--- src/rtl/core/hcfp_pkg.sv ---
// Shared types and constants for the hex command frame parser.
package hcfp_pkg;

	// Framing characters.
	localparam logic [7:0] CH_RESET = 8'h24;
	localparam logic [7:0] CH_END   = 8'h23;
	localparam logic [7:0] CH_ZERO  = 8'h30;
	localparam logic [7:0] CH_ONE   = 8'h31;
	localparam logic [7:0] CH_TWO   = 8'h32;

	// Offsets that turn an ASCII hex digit into its value.
	localparam logic [7:0] HEX_OFS_DIGIT = 8'd48;
	localparam logic [7:0] HEX_OFS_UPPER = 8'd55;
	localparam logic [7:0] HEX_OFS_LOWER = 8'd87;

	// Frame layout: two code characters, four position digits, four speed digits.
	localparam int unsigned IDX_W      = 4;
	localparam logic [IDX_W-1:0] IDX_CODE_FIRST  = 4'd0;
	localparam logic [IDX_W-1:0] IDX_CODE_SECOND = 4'd1;
	localparam logic [IDX_W-1:0] IDX_SPEED_FIRST = 4'd6;
	localparam logic [IDX_W-1:0] FRAME_LEN       = 4'd10;

	// Result codes.
	typedef enum logic [2:0] {
		EV_RESET_ACK     = 3'd0,
		EV_SET_TENSION   = 3'd1,
		EV_SET_PICK      = 3'd2,
		EV_QUERY_TENSION = 3'd3,
		EV_QUERY_PICK    = 3'd4,
		EV_QUERY_MIC     = 3'd5,
		EV_UNRECOGNIZED  = 3'd6
	} event_t;

	// Class of a received character.
	typedef enum logic [1:0] {
		KIND_PLAIN,
		KIND_RESET,
		KIND_END
	} char_kind_t;

	// One classified character as it travels from front to back.
	typedef struct packed {
		char_kind_t  kind;
		logic        is_hex;
		logic [3:0]  digit;
		logic [7:0]  ch;
	} hcfp_item_t;

endpackage

--- src/rtl/core/hex_command_frame_parser.sv ---
// Top level of the hex command frame parser.
// Takes one received character per cycle and answers '$' with a reset acknowledgement and
// '#' with the decoded command and the position and speed gathered from the frame; other
// characters give no result. A request passes a classifying register, a two-entry queue and
// the frame state with its result register, in that order. One character can be accepted every
// cycle; the only stall comes from a result waiting on out_ready, which backs up through
// the queue.
module hex_command_frame_parser import hcfp_pkg::*; (
	input  logic        clk,
	input  logic        arst_n,
	input  logic        in_valid,
	output logic        in_ready,
	input  logic [7:0]  rx_byte,
	output logic        out_valid,
	input  logic        out_ready,
	output logic [2:0]  event_res,
	output logic [15:0] position_value,
	output logic [15:0] speed_value
);

	logic       front_valid;
	logic       front_ready;
	hcfp_item_t front_item;
	logic       back_valid;
	logic       back_ready;
	hcfp_item_t back_item;

	// Classifying front end.
	hcfp_front u_front (
		.clk        (clk),
		.arst_n     (arst_n),
		.in_valid   (in_valid),
		.in_ready   (in_ready),
		.rx_byte    (rx_byte),
		.item_valid (front_valid),
		.item_ready (front_ready),
		.item       (front_item)
	);

	// Decoupling queue.
	hcfp_queue u_queue (
		.clk        (clk),
		.arst_n     (arst_n),
		.push_valid (front_valid),
		.push_ready (front_ready),
		.push_item  (front_item),
		.pop_valid  (back_valid),
		.pop_ready  (back_ready),
		.pop_item   (back_item)
	);

	// Frame state and result register.
	hcfp_back u_back (
		.clk            (clk),
		.arst_n         (arst_n),
		.item_valid     (back_valid),
		.item_ready     (back_ready),
		.item           (back_item),
		.out_valid      (out_valid),
		.out_ready      (out_ready),
		.event_res      (event_res),
		.position_value (position_value),
		.speed_value    (speed_value)
	);

`ifndef SYNTHESIS
	// A reset acknowledgement always reports zero values.
	a_reset_ack_zero: assert property (@(posedge clk) disable iff (!arst_n)
		(out_valid && event_res == EV_RESET_ACK) |-> (position_value == '0 && speed_value == '0))
		else $error("reset acknowledgement with non-zero values");

	// A classified request held back by a full queue stays put.
	a_front_hold: assert property (@(posedge clk) disable iff (!arst_n)
		(front_valid && !front_ready) |=> (front_valid && $stable(front_item)))
		else $error("front stage lost or changed a stalled request");

	// The input only stalls while the front stage holds a request.
	a_stall_cause: assert property (@(posedge clk) disable iff (!arst_n)
		!in_ready |-> front_valid)
		else $error("input stalled with an empty front stage");
`endif

endmodule

--- src/rtl/core/hcfp_front.sv ---
// Front end: accepts received characters and classifies them into one register stage.
module hcfp_front import hcfp_pkg::*; (
	input  logic       clk,
	input  logic       arst_n,
	input  logic       in_valid,
	output logic       in_ready,
	input  logic [7:0] rx_byte,
	output logic       item_valid,
	input  logic       item_ready,
	output hcfp_item_t item
);

	hcfp_item_t cls;
	logic       valid_s1;
	hcfp_item_t item_s1;
	logic [7:0] diff;

	// Classify the character and work out its hex value where it has one.
	always_comb begin
		cls.ch     = rx_byte;
		cls.is_hex = 1'b1;
		diff       = rx_byte - HEX_OFS_DIGIT;
		if (rx_byte inside {[8'h30:8'h39]}) begin
			diff = rx_byte - HEX_OFS_DIGIT;
		end else if (rx_byte inside {[8'h41:8'h46]}) begin
			diff = rx_byte - HEX_OFS_UPPER;
		end else if (rx_byte inside {[8'h61:8'h66]}) begin
			diff = rx_byte - HEX_OFS_LOWER;
		end else begin
			cls.is_hex = 1'b0;
		end
		cls.digit = diff[3:0];
		if (rx_byte == CH_RESET) begin
			cls.kind = KIND_RESET;
		end else if (rx_byte == CH_END) begin
			cls.kind = KIND_END;
		end else begin
			cls.kind = KIND_PLAIN;
		end
	end

	// The stage takes a new request whenever it is empty or its content moves on.
	assign in_ready = !valid_s1 || item_ready;

	always_ff @(posedge clk or negedge arst_n) begin
		if (!arst_n) begin
			valid_s1 <= 1'b0;
		end else if (in_ready) begin
			valid_s1 <= in_valid;
		end
	end

	always_ff @(posedge clk) begin
		if (in_ready && in_valid) begin
			item_s1 <= cls;
		end
	end

	assign item_valid = valid_s1;
	assign item       = item_s1;

endmodule

--- src/rtl/core/hcfp_queue.sv ---
// Two-entry queue between the classifying front end and the frame back end.
module hcfp_queue import hcfp_pkg::*; (
	input  logic       clk,
	input  logic       arst_n,
	input  logic       push_valid,
	output logic       push_ready,
	input  hcfp_item_t push_item,
	output logic       pop_valid,
	input  logic       pop_ready,
	output hcfp_item_t pop_item
);

	hcfp_item_t mem [2];
	logic       wr_ptr_q;
	logic       rd_ptr_q;
	logic [1:0] count_q;
	logic       push;
	logic       pop;

	assign push_ready = (count_q != 2'd2);
	assign pop_valid  = (count_q != 2'd0);
	assign push       = push_valid && push_ready;
	assign pop        = pop_valid && pop_ready;
	assign pop_item   = mem[rd_ptr_q];

	// Pointer and fill count bookkeeping.
	always_ff @(posedge clk or negedge arst_n) begin
		if (!arst_n) begin
			wr_ptr_q <= 1'b0;
			rd_ptr_q <= 1'b0;
			count_q  <= 2'd0;
		end else begin
			if (push) begin
				wr_ptr_q <= !wr_ptr_q;
			end
			if (pop) begin
				rd_ptr_q <= !rd_ptr_q;
			end
			if (push && !pop) begin
				count_q <= count_q + 2'd1;
			end else if (pop && !push) begin
				count_q <= count_q - 2'd1;
			end
		end
	end

	// Entry storage.
	always_ff @(posedge clk) begin
		if (push) begin
			mem[wr_ptr_q] <= push_item;
		end
	end

endmodule

--- src/rtl/core/hcfp_back.sv ---
// Back end: holds the frame state, decodes commands and registers the results.
module hcfp_back import hcfp_pkg::*; (
	input  logic        clk,
	input  logic        arst_n,
	input  logic        item_valid,
	output logic        item_ready,
	input  hcfp_item_t  item,
	output logic        out_valid,
	input  logic        out_ready,
	output logic [2:0]  event_res,
	output logic [15:0] position_value,
	output logic [15:0] speed_value
);

	logic [IDX_W-1:0] char_index_q;
	logic [7:0]       code_first_q;
	logic [7:0]       code_second_q;
	logic [15:0]      position_acc_q;
	logic [15:0]      speed_acc_q;
	logic             out_valid_q;
	event_t           event_q;
	logic [15:0]      position_q;
	logic [15:0]      speed_q;
	logic             take;
	logic             emits;
	event_t           decoded;

	// A request is taken whenever the result register is free or draining.
	assign item_ready = !out_valid_q || out_ready;
	assign take       = item_valid && item_ready;
	assign emits      = (item.kind == KIND_RESET) || (item.kind == KIND_END);

	// Command decode from the two code characters.
	always_comb begin
		decoded = EV_UNRECOGNIZED;
		case (code_first_q)
			CH_ZERO: begin
				case (code_second_q)
					CH_ZERO: decoded = EV_SET_TENSION;
					CH_ONE:  decoded = EV_SET_PICK;
					default: decoded = EV_UNRECOGNIZED;
				endcase
			end
			CH_ONE: begin
				case (code_second_q)
					CH_ZERO: decoded = EV_QUERY_TENSION;
					CH_ONE:  decoded = EV_QUERY_PICK;
					CH_TWO:  decoded = EV_QUERY_MIC;
					default: decoded = EV_UNRECOGNIZED;
				endcase
			end
			default: decoded = EV_UNRECOGNIZED;
		endcase
	end

	// Frame state update; both framing characters clear the frame.
	always_ff @(posedge clk or negedge arst_n) begin
		if (!arst_n) begin
			char_index_q   <= '0;
			code_first_q   <= '0;
			code_second_q  <= '0;
			position_acc_q <= '0;
			speed_acc_q    <= '0;
		end else if (take) begin
			if (emits) begin
				char_index_q   <= '0;
				code_first_q   <= '0;
				code_second_q  <= '0;
				position_acc_q <= '0;
				speed_acc_q    <= '0;
			end else if (char_index_q < FRAME_LEN) begin
				if (char_index_q == IDX_CODE_FIRST) begin
					code_first_q <= item.ch;
				end else if (char_index_q == IDX_CODE_SECOND) begin
					code_second_q <= item.ch;
				end else if (char_index_q < IDX_SPEED_FIRST) begin
					if (item.is_hex) begin
						position_acc_q <= {position_acc_q[11:0], item.digit};
					end
				end else if (item.is_hex) begin
					speed_acc_q <= {speed_acc_q[11:0], item.digit};
				end
				char_index_q <= char_index_q + 4'd1;
			end
		end
	end

	// Result register valid flag.
	always_ff @(posedge clk or negedge arst_n) begin
		if (!arst_n) begin
			out_valid_q <= 1'b0;
		end else if (take) begin
			out_valid_q <= emits;
		end else if (out_ready) begin
			out_valid_q <= 1'b0;
		end
	end

	// Result payload; a reset acknowledgement carries zero values.
	always_ff @(posedge clk) begin
		if (take && emits) begin
			if (item.kind == KIND_RESET) begin
				event_q    <= EV_RESET_ACK;
				position_q <= '0;
				speed_q    <= '0;
			end else begin
				event_q    <= decoded;
				position_q <= position_acc_q;
				speed_q    <= speed_acc_q;
			end
		end
	end

	assign out_valid      = out_valid_q;
	assign event_res      = event_q;
	assign position_value = position_q;
	assign speed_value    = speed_q;

endmodule
--- config.mk ---
export PLATFORM = sky130hd
export DESIGN_NAME = hex_command_frame_parser
export DESIGN_NICKNAME = d
export VERILOG_FILES = /design/src/rtl/core/hcfp_pkg.sv /design/src/rtl/core/hex_command_frame_parser.sv /design/src/rtl/core/hcfp_front.sv /design/src/rtl/core/hcfp_queue.sv /design/src/rtl/core/hcfp_back.sv
export SDC_FILE = /design/constraint.sdc
export NUM_CORES = 1
export LEC_CHECK = 0
export BUFFER_PORTS_ARGS = -buffer_cell sky130_fd_sc_hd__buf_2
export CAP_MARGIN = 30
export CORE_MARGIN = 3
export CORE_UTILIZATION = 42
export DETAILED_ROUTE_END_ITERATION = 6
export GPL_TIMING_DRIVEN = 0
export PLACE_DENSITY = 0.72
export SYNTH_ARGS = -nofsm -noshare
export SYNTH_HDL_FRONTEND = slang
export SYNTH_SLANG_ARGS = --single-unit
--- constraint.sdc ---
create_clock -name clk -period 3.9 [get_ports clk]
set_clock_uncertainty 0.1 [all_clocks]
set_input_delay 0 -clock clk [delete_from_list [all_inputs] [get_ports clk]]
set_output_delay 0 -clock clk [all_outputs]
set_load 0.005 [all_outputs]
Word level (Yosys, flattened, before mapping)
Memories as Yosys holds them, arrays and structs flattened.
Index checks and enable logic that the tools add are counted.
- register bits after elaboration: 108
- memory bits (writable): 30
- input port bits: 12
- memories: 1
- memory list (name ; words ; bits a word ; read ports ; clocked after Yosys merged registers in ; wr ports ; line ; source):
    u_queue.mem ; 2 ; 15 ; 1 ; 0 ; 1 ; hcfp_queue.sv:13 ; hcfp_item_t mem [2];
- $add $sub $neg: 6
- $lt $le $gt $ge: 8
- equal/unequal tests: 14
- mux-type cells: 35
- reductions and logical operators: 33
- operators with widths (kind ; count):
    two-way mux 16 bit ; 12
    equality test 8 x 6 -> 1 bit, second input constant ; 7
    two-way mux 8 bit ; 7
    two-way mux 4 bit ; 5
    >= comparator 8 x 7 -> 1 bit, second input constant ; 2
    <= comparator 8 x 7 -> 1 bit, second input constant ; 2
    nonzero test 2 bit ; 8
    one-hot mux 3 bit (2 select lines) ; 2
    AND reduction 6 bit ; 2
    logical AND 1 bit ; 9
    one-hot mux 3 bit (3 select lines) ; 1
    >= comparator 8 x 6 -> 1 bit, second input constant ; 1
    <= comparator 8 x 6 -> 1 bit, second input constant ; 1
    subtractor 4 x 3 -> 4 bit, second input constant ; 2
    zero test 1 bit ; 6
    two-way mux 2 bit ; 3
    inequality test 2 x 1 -> 1 bit, second input constant ; 3
    two-way mux 1 bit ; 5
    adder 4 x 1 -> 4 bit, second input constant ; 1
    equality test 4 x 1 -> 1 bit, second input constant ; 1
    zero test 4 bit ; 1
    < comparator 4 x 3 -> 1 bit, second input constant ; 1
    < comparator 4 bit, second input constant ; 1
    AND reduction 4 bit ; 1
    10 further kinds ; 12

Longest topological paths before layout
An unclocked memory read counts as a cell.
- depth in word-level cells: 7
- depth in mapped cells: 8
- depth with buffers taken out: 7

Modules after synthesis
A second synthesis with hierarchy kept.
- cells, all modules: 428
- area, all modules: 5793.1 um^2
- modules (own cells, without submodules) (module ; times used ; cells each ; area each (um^2) ; seq. area each (um^2)):
    hcfp_back ; 1 ; 314 ; 3726.1 ; 2377.3
    hcfp_queue ; 1 ; 65 ; 1331.3 ; 1001.0
    hcfp_front ; 1 ; 49 ; 735.7 ; 475.5

Worst setup path after synthesis
No wires, ideal clock.
- path kind: reg2reg
- start: reg u_queue.rd_ptr_q
- end: reg u_back.event_q[0], in the netlist u_back.event_res[0], enable pin
- arrival: 3206 ps
- required time: 3371 ps
- setup slack: 164 ps
- stages on the path, launching flop included: 7
- buffers on the path: 3
- period minus slack after synthesis: 3736 ps
- path through: dfrtp_1 > buf_2 > buf_2 > mux2_2 > ha_1 > clkbuf_1 > nor2_1
- word-level cells in the longest chain between the ends: 4
- RTL lines (what ; line ; source):
    start, declared ; hcfp_queue.sv:15 ; logic rd_ptr_q;
    start signal, assigned ; hcfp_queue.sv:37 ; rd_ptr_q <= !rd_ptr_q;
    memory read (2 x 15 bit) * ; -- ;
    equality test 2 x 1 -> 1 bit / equality test 2 bit (equally long branches) ; hcfp_back.sv:31 ; assign emits = (item.kind == KIND_RESET) || (item.kind == KIND_END);
    logical OR 1 bit * ; hcfp_back.sv:31 ;
    logical AND 1 bit * ; hcfp_back.sv:101 ; if (take && emits) begin
    end signal, assigned ; hcfp_back.sv:107 ; event_q <= decoded;
    end, declared ; hcfp_back.sv:21 ; event_t event_q;
Every way passes the cells marked *; elsewhere a longest branch is shown, timed or not.
A chain may end at the register's enable or synchronous reset.

Final worst setup path
- start: reg u_queue.rd_ptr_q
- end: reg u_back.position_q[12], in the netlist u_back.position_value[12], enable pin
- word-level cells in the longest chain between the ends: 4
- RTL lines (what ; line ; source):
    memory read (2 x 15 bit) * ; -- ;
    equality test 2 x 1 -> 1 bit / equality test 2 bit (equally long branches) ; hcfp_back.sv:31 ;
    logical OR 1 bit * ; hcfp_back.sv:31 ;
    logical AND 1 bit * ; hcfp_back.sv:101 ;
    end signal, assigned ; hcfp_back.sv:108 ; position_q <= position_acc_q;
    end, declared ; hcfp_back.sv:22 ; logic [15:0] position_q;
Marks and branches as above.

==> flow_summary_export.csv <==
group,metric,value,unit
global_routing,antenna_found_initial,0,
detailed_routing,drc,0,
synth,synth_top_cell_by_area,"edfxtp_1",
status,status,"finished, final reports clean",
global_routing,global_route.usage.met1,0.177,
final_layout,area_delta_synth_final,20.4,%
cts,clock-root-buffer,"clkbuf_16",
setup_path,max_stage_delay,0.51,ns
sta,period_share,0.767,
sta,hold_viol_final,0,
die,placementRows,43,
synth,mappedNetlistNets,480,
die,die_area,0.0158,sq mm
final_layout,fillCellCount,1199,
cts,cts_resized,0,
die,core_area,0.0139,sq mm
pwr,powerDensity,856,mW/mm^2
die,die_w,126,um
die,start_util,0.431,
sta,fin_hold_ws,0.0161,ns
sta,rsz0062_at_grt,"no",
global_routing,grt_pass1_wl,18700,um
synth,synth_cell_types,51,
global_routing,grt_overflow_total,0,
detailed_routing,wirelength,10900,um
pwr,ir_drop,0.000356,V
sta,max_freq,0.334,GHz
setup_path,cp.required,3.92,ns
setup_path,worst_path_most_repeated_cell,"buf_2",
pwr,leakagePower,2.93,nW
setup_path,critical_path_class,"flip-flop to flip-flop",
synth,ys_seq_area_frac,0.642,
detailed_routing,vias_per_cell,5.18,
place,place_ws,0.879,ns
detailed_routing,drt_iter0_drc,248,
die,die_h,126,um
detailed_routing,ant_nets,0,
setup_path,crit_path_max_fanout,23,
run,max_cap_viol_count,0,
final_layout,seqCellArea,0.00385,sq mm
setup_path,cp_cell_sequence,"buf_2, buf_2, mux2_2, ha_1, clkbuf_1, nor2_4, buf_16",
setup_path,cp_slowest_cell,"nor2_4",
setup_path,start_kind,"flip-flop",
die,ios,49,
synth,yosys_warnings,0,
cts,cts_inserted_buffers,17,
cts,clk-insertion-delay-late,0.41,ns
cts,htree_levels,4,
sta,min_period,2.99,ns
detailed_routing,vias,3804,
global_routing,grt_max_degree,42,
final_layout,fin_nets,562,
sta,final_max_slew_viol_count,0,
final_layout,multi_input_area,0.00198,sq mm
setup_path,end_kind,"flip-flop",
global_routing,use_met2,0.242,
cts,clkTransAtPathRegs,0.05,ns
detailed_routing,drt_pass1_iterations,4,
synth,synth_area,0.00600,sq mm
global_routing,grt-busiest-layer,"met2",
detailed_routing,avgRoutedWirePerCell,14.8,um
sta,slew_headroom,0.449,
final_layout,diodes,0,
min_path,hold_path_class,"input port to asynchronous set/reset pin",
synth,syn_inst,459,
cts,cts_setup_buffers,0,
global_routing,grt_pass1_vias,3927,
cts,cts_sinks,138,
setup_path,crit_arrival,3.01,ns
place,hpwl,7530,um
sta,worst_slack,0.907,ns
place,place.port_buffers,48,
sta,worst_pin_slew,0.824,ns
synth,syn_area_per_cell,13.1,sq um
setup_path,r2r_slack,0.91,ns
synth,yosys_register_bits,138,
synth,synth_area_leaders,"edfxtp_1 40%, dfrtp_1 24%, nor2b_1 4.3%, nand2_1 4.2%, mux2_2 4.1%",
final_layout,drive_gt1_frac,0.255,
cts,postCtsHoldBufs,12,
sta,setup_viol,0,
place,gp_congestion,0.848,
cts,cts_buffer_depth,2,
cts,cts_tree,"built",
synth,synth_top_area_share,0.400,
global_routing,gr-usage-all-layers,0.149,
global_routing,grt_util_met3,0.0487,
-- cell usage after synthesis, drive strengths merged --
master,instances
o21a,1
o21ai,4
nand4,18
nor2b,41
edfxtp,80
buf,16
o31ai,2
and2,1
or3b,1
nor3b,1
or3,1
a21oi,8
ha,9
a31oi,1
a21o,2
o2bb2ai,3
xor2,3
nand3,14
a41oi,1
a2bb2oi,1
and3,1
nor4,1
and3b,1
or2,1
a211oi,2
mux2,22
dfrtp,58
xnor2,4
nor2,16
o21bai,3
o211ai,28
clkbuf,10
inv,8
and4,1
a2111oi,1
nor3,3
nand3b,5
a31o,1
nand2,68
mux2i,10
nor4bb,1
nand2b,6
-- state kept, by name (all words and copies together) (netlist names), 8 cells and up --
register and count:
u_front.item 15, u_back.position_value 16, u_back.code_first_q 8, u_back.position_acc_q 16
u_back.speed_value 16, u_queue.mem 30, u_back.speed_acc_q 16, u_back.code_second_q 8
-- layer usage --
layer / share of wire / vias up
li1: - / 1823
met1: 0.43 / 1849
met2: 0.49 / 104
met4: 0.028 / 0
met3: 0.055 / 28
met5: 0 / -
-- per-stage QoR --
stage | utilization | area, sq um | cells | power, mW | TNS, ns
floorplan | - | 6000 | 459 | 3.92 | 0
global placement | 0.464 | 6470 | 687 | 4.55 | -26.63
detailed placement | 0.469 | 6530 | 690 | 4.70 | 0
CTS | 0.518 | 7220 | 734 | 6.25 | 0
global route | 0.518 | 7220 | 734 | 6.58 | 0
finish | 0.518 | 7220 | 734 | 6.18 | 0
-- layout by cell type (no fill, tap or decap), types with 4 or more instances in the layout --
master,count
edfxtp_1,80
nand2_1,67
dfrtp_1,58
buf_2,57
nor2b_1,41
mux2_2,22
nand4_1,18
clkbuf_16,17
nor2_1,15
o211ai_2,15
nand3_1,14
clkbuf_1,13
o211ai_1,13
dlygate4sd3_1,12
mux2i_1,10
ha_1,9
inv_1,8
nand2b_1,6
nand3b_1,5
a21oi_1,5
clkinv_2,5
xnor2_1,4
buf_6,4
-- worst max-delay path, delay by kind of cell, from the launching register on --
family / cells / cell delay [ns]
adder cells (fa/ha/maj): 1 / 0.36
buffers and inverters: 4 / 1.02
flip-flops: 1 / 0.31
multiplexers: 1 / 0.38
AND/OR/NAND/NOR: 1 / 0.51
-- worst paths after layout --
path / cells after the start / from / to
worst max-delay path: 7 / u_queue.rd_ptr_q$_DFFE_PN0P_ / u_back.position_value[12]$_SDFFCE_PN0P_
worst min-delay path: 3 / arst_n / u_back.position_acc_q[7]$_DFFE_PN0P_
worst max register to register: 7 / u_queue.rd_ptr_q$_DFFE_PN0P_ / u_back.position_value[12]$_SDFFCE_PN0P_
worst min register to register: 0 / u_front.item[14]$_SDFFCE_PN0P_ / u_queue.mem[0][14]$_DFFE_PP_
max in group asynchronous: 3 / arst_n / u_queue.count_q[1]$_DFFE_PN0P_
min in group clk: 2 / rx_byte[4] / u_front.item[4]$_DFFE_PP_
-- where the power goes --
part	switching, mW	internal (mW)	total [mW]
clock	0.552	0.982	1.53
combinational	1.33	0.885	2.22
sequential	0.225	2.21	2.43
total	2.11	4.07	6.18
-- area by class of cell --
| type | count | share of cell area |
|---|---|---|
| Multi-Input combinational cell | 287 | 0.274 |
| Buffer | 26 | 0.0203 |
| Inverter | 8 | 0.00416 |
| Clock buffer | 23 | 0.0662 |
| Tap cell | 180 | 0.0312 |
| Timing Repair Buffer | 63 | 0.0575 |
| Sequential cell | 138 | 0.534 |
| Clock inverter | 9 | 0.0133 |
-- cell families after synthesis --
family                   count (synthesis)  share of synthesized area
XOR/XNOR                                 7                     0.0102
multiplexers                            32                     0.0580
adder cells (fa/ha/maj)                  9                     0.0188
flip-flops                             138                      0.642
buffers and inverters                   34                     0.0294
AO/OA/AOI/OAI                           58                     0.0865
AND/OR/NAND/NOR                        181                      0.155
No activity file was read; power rests on OpenSTA's default activity.
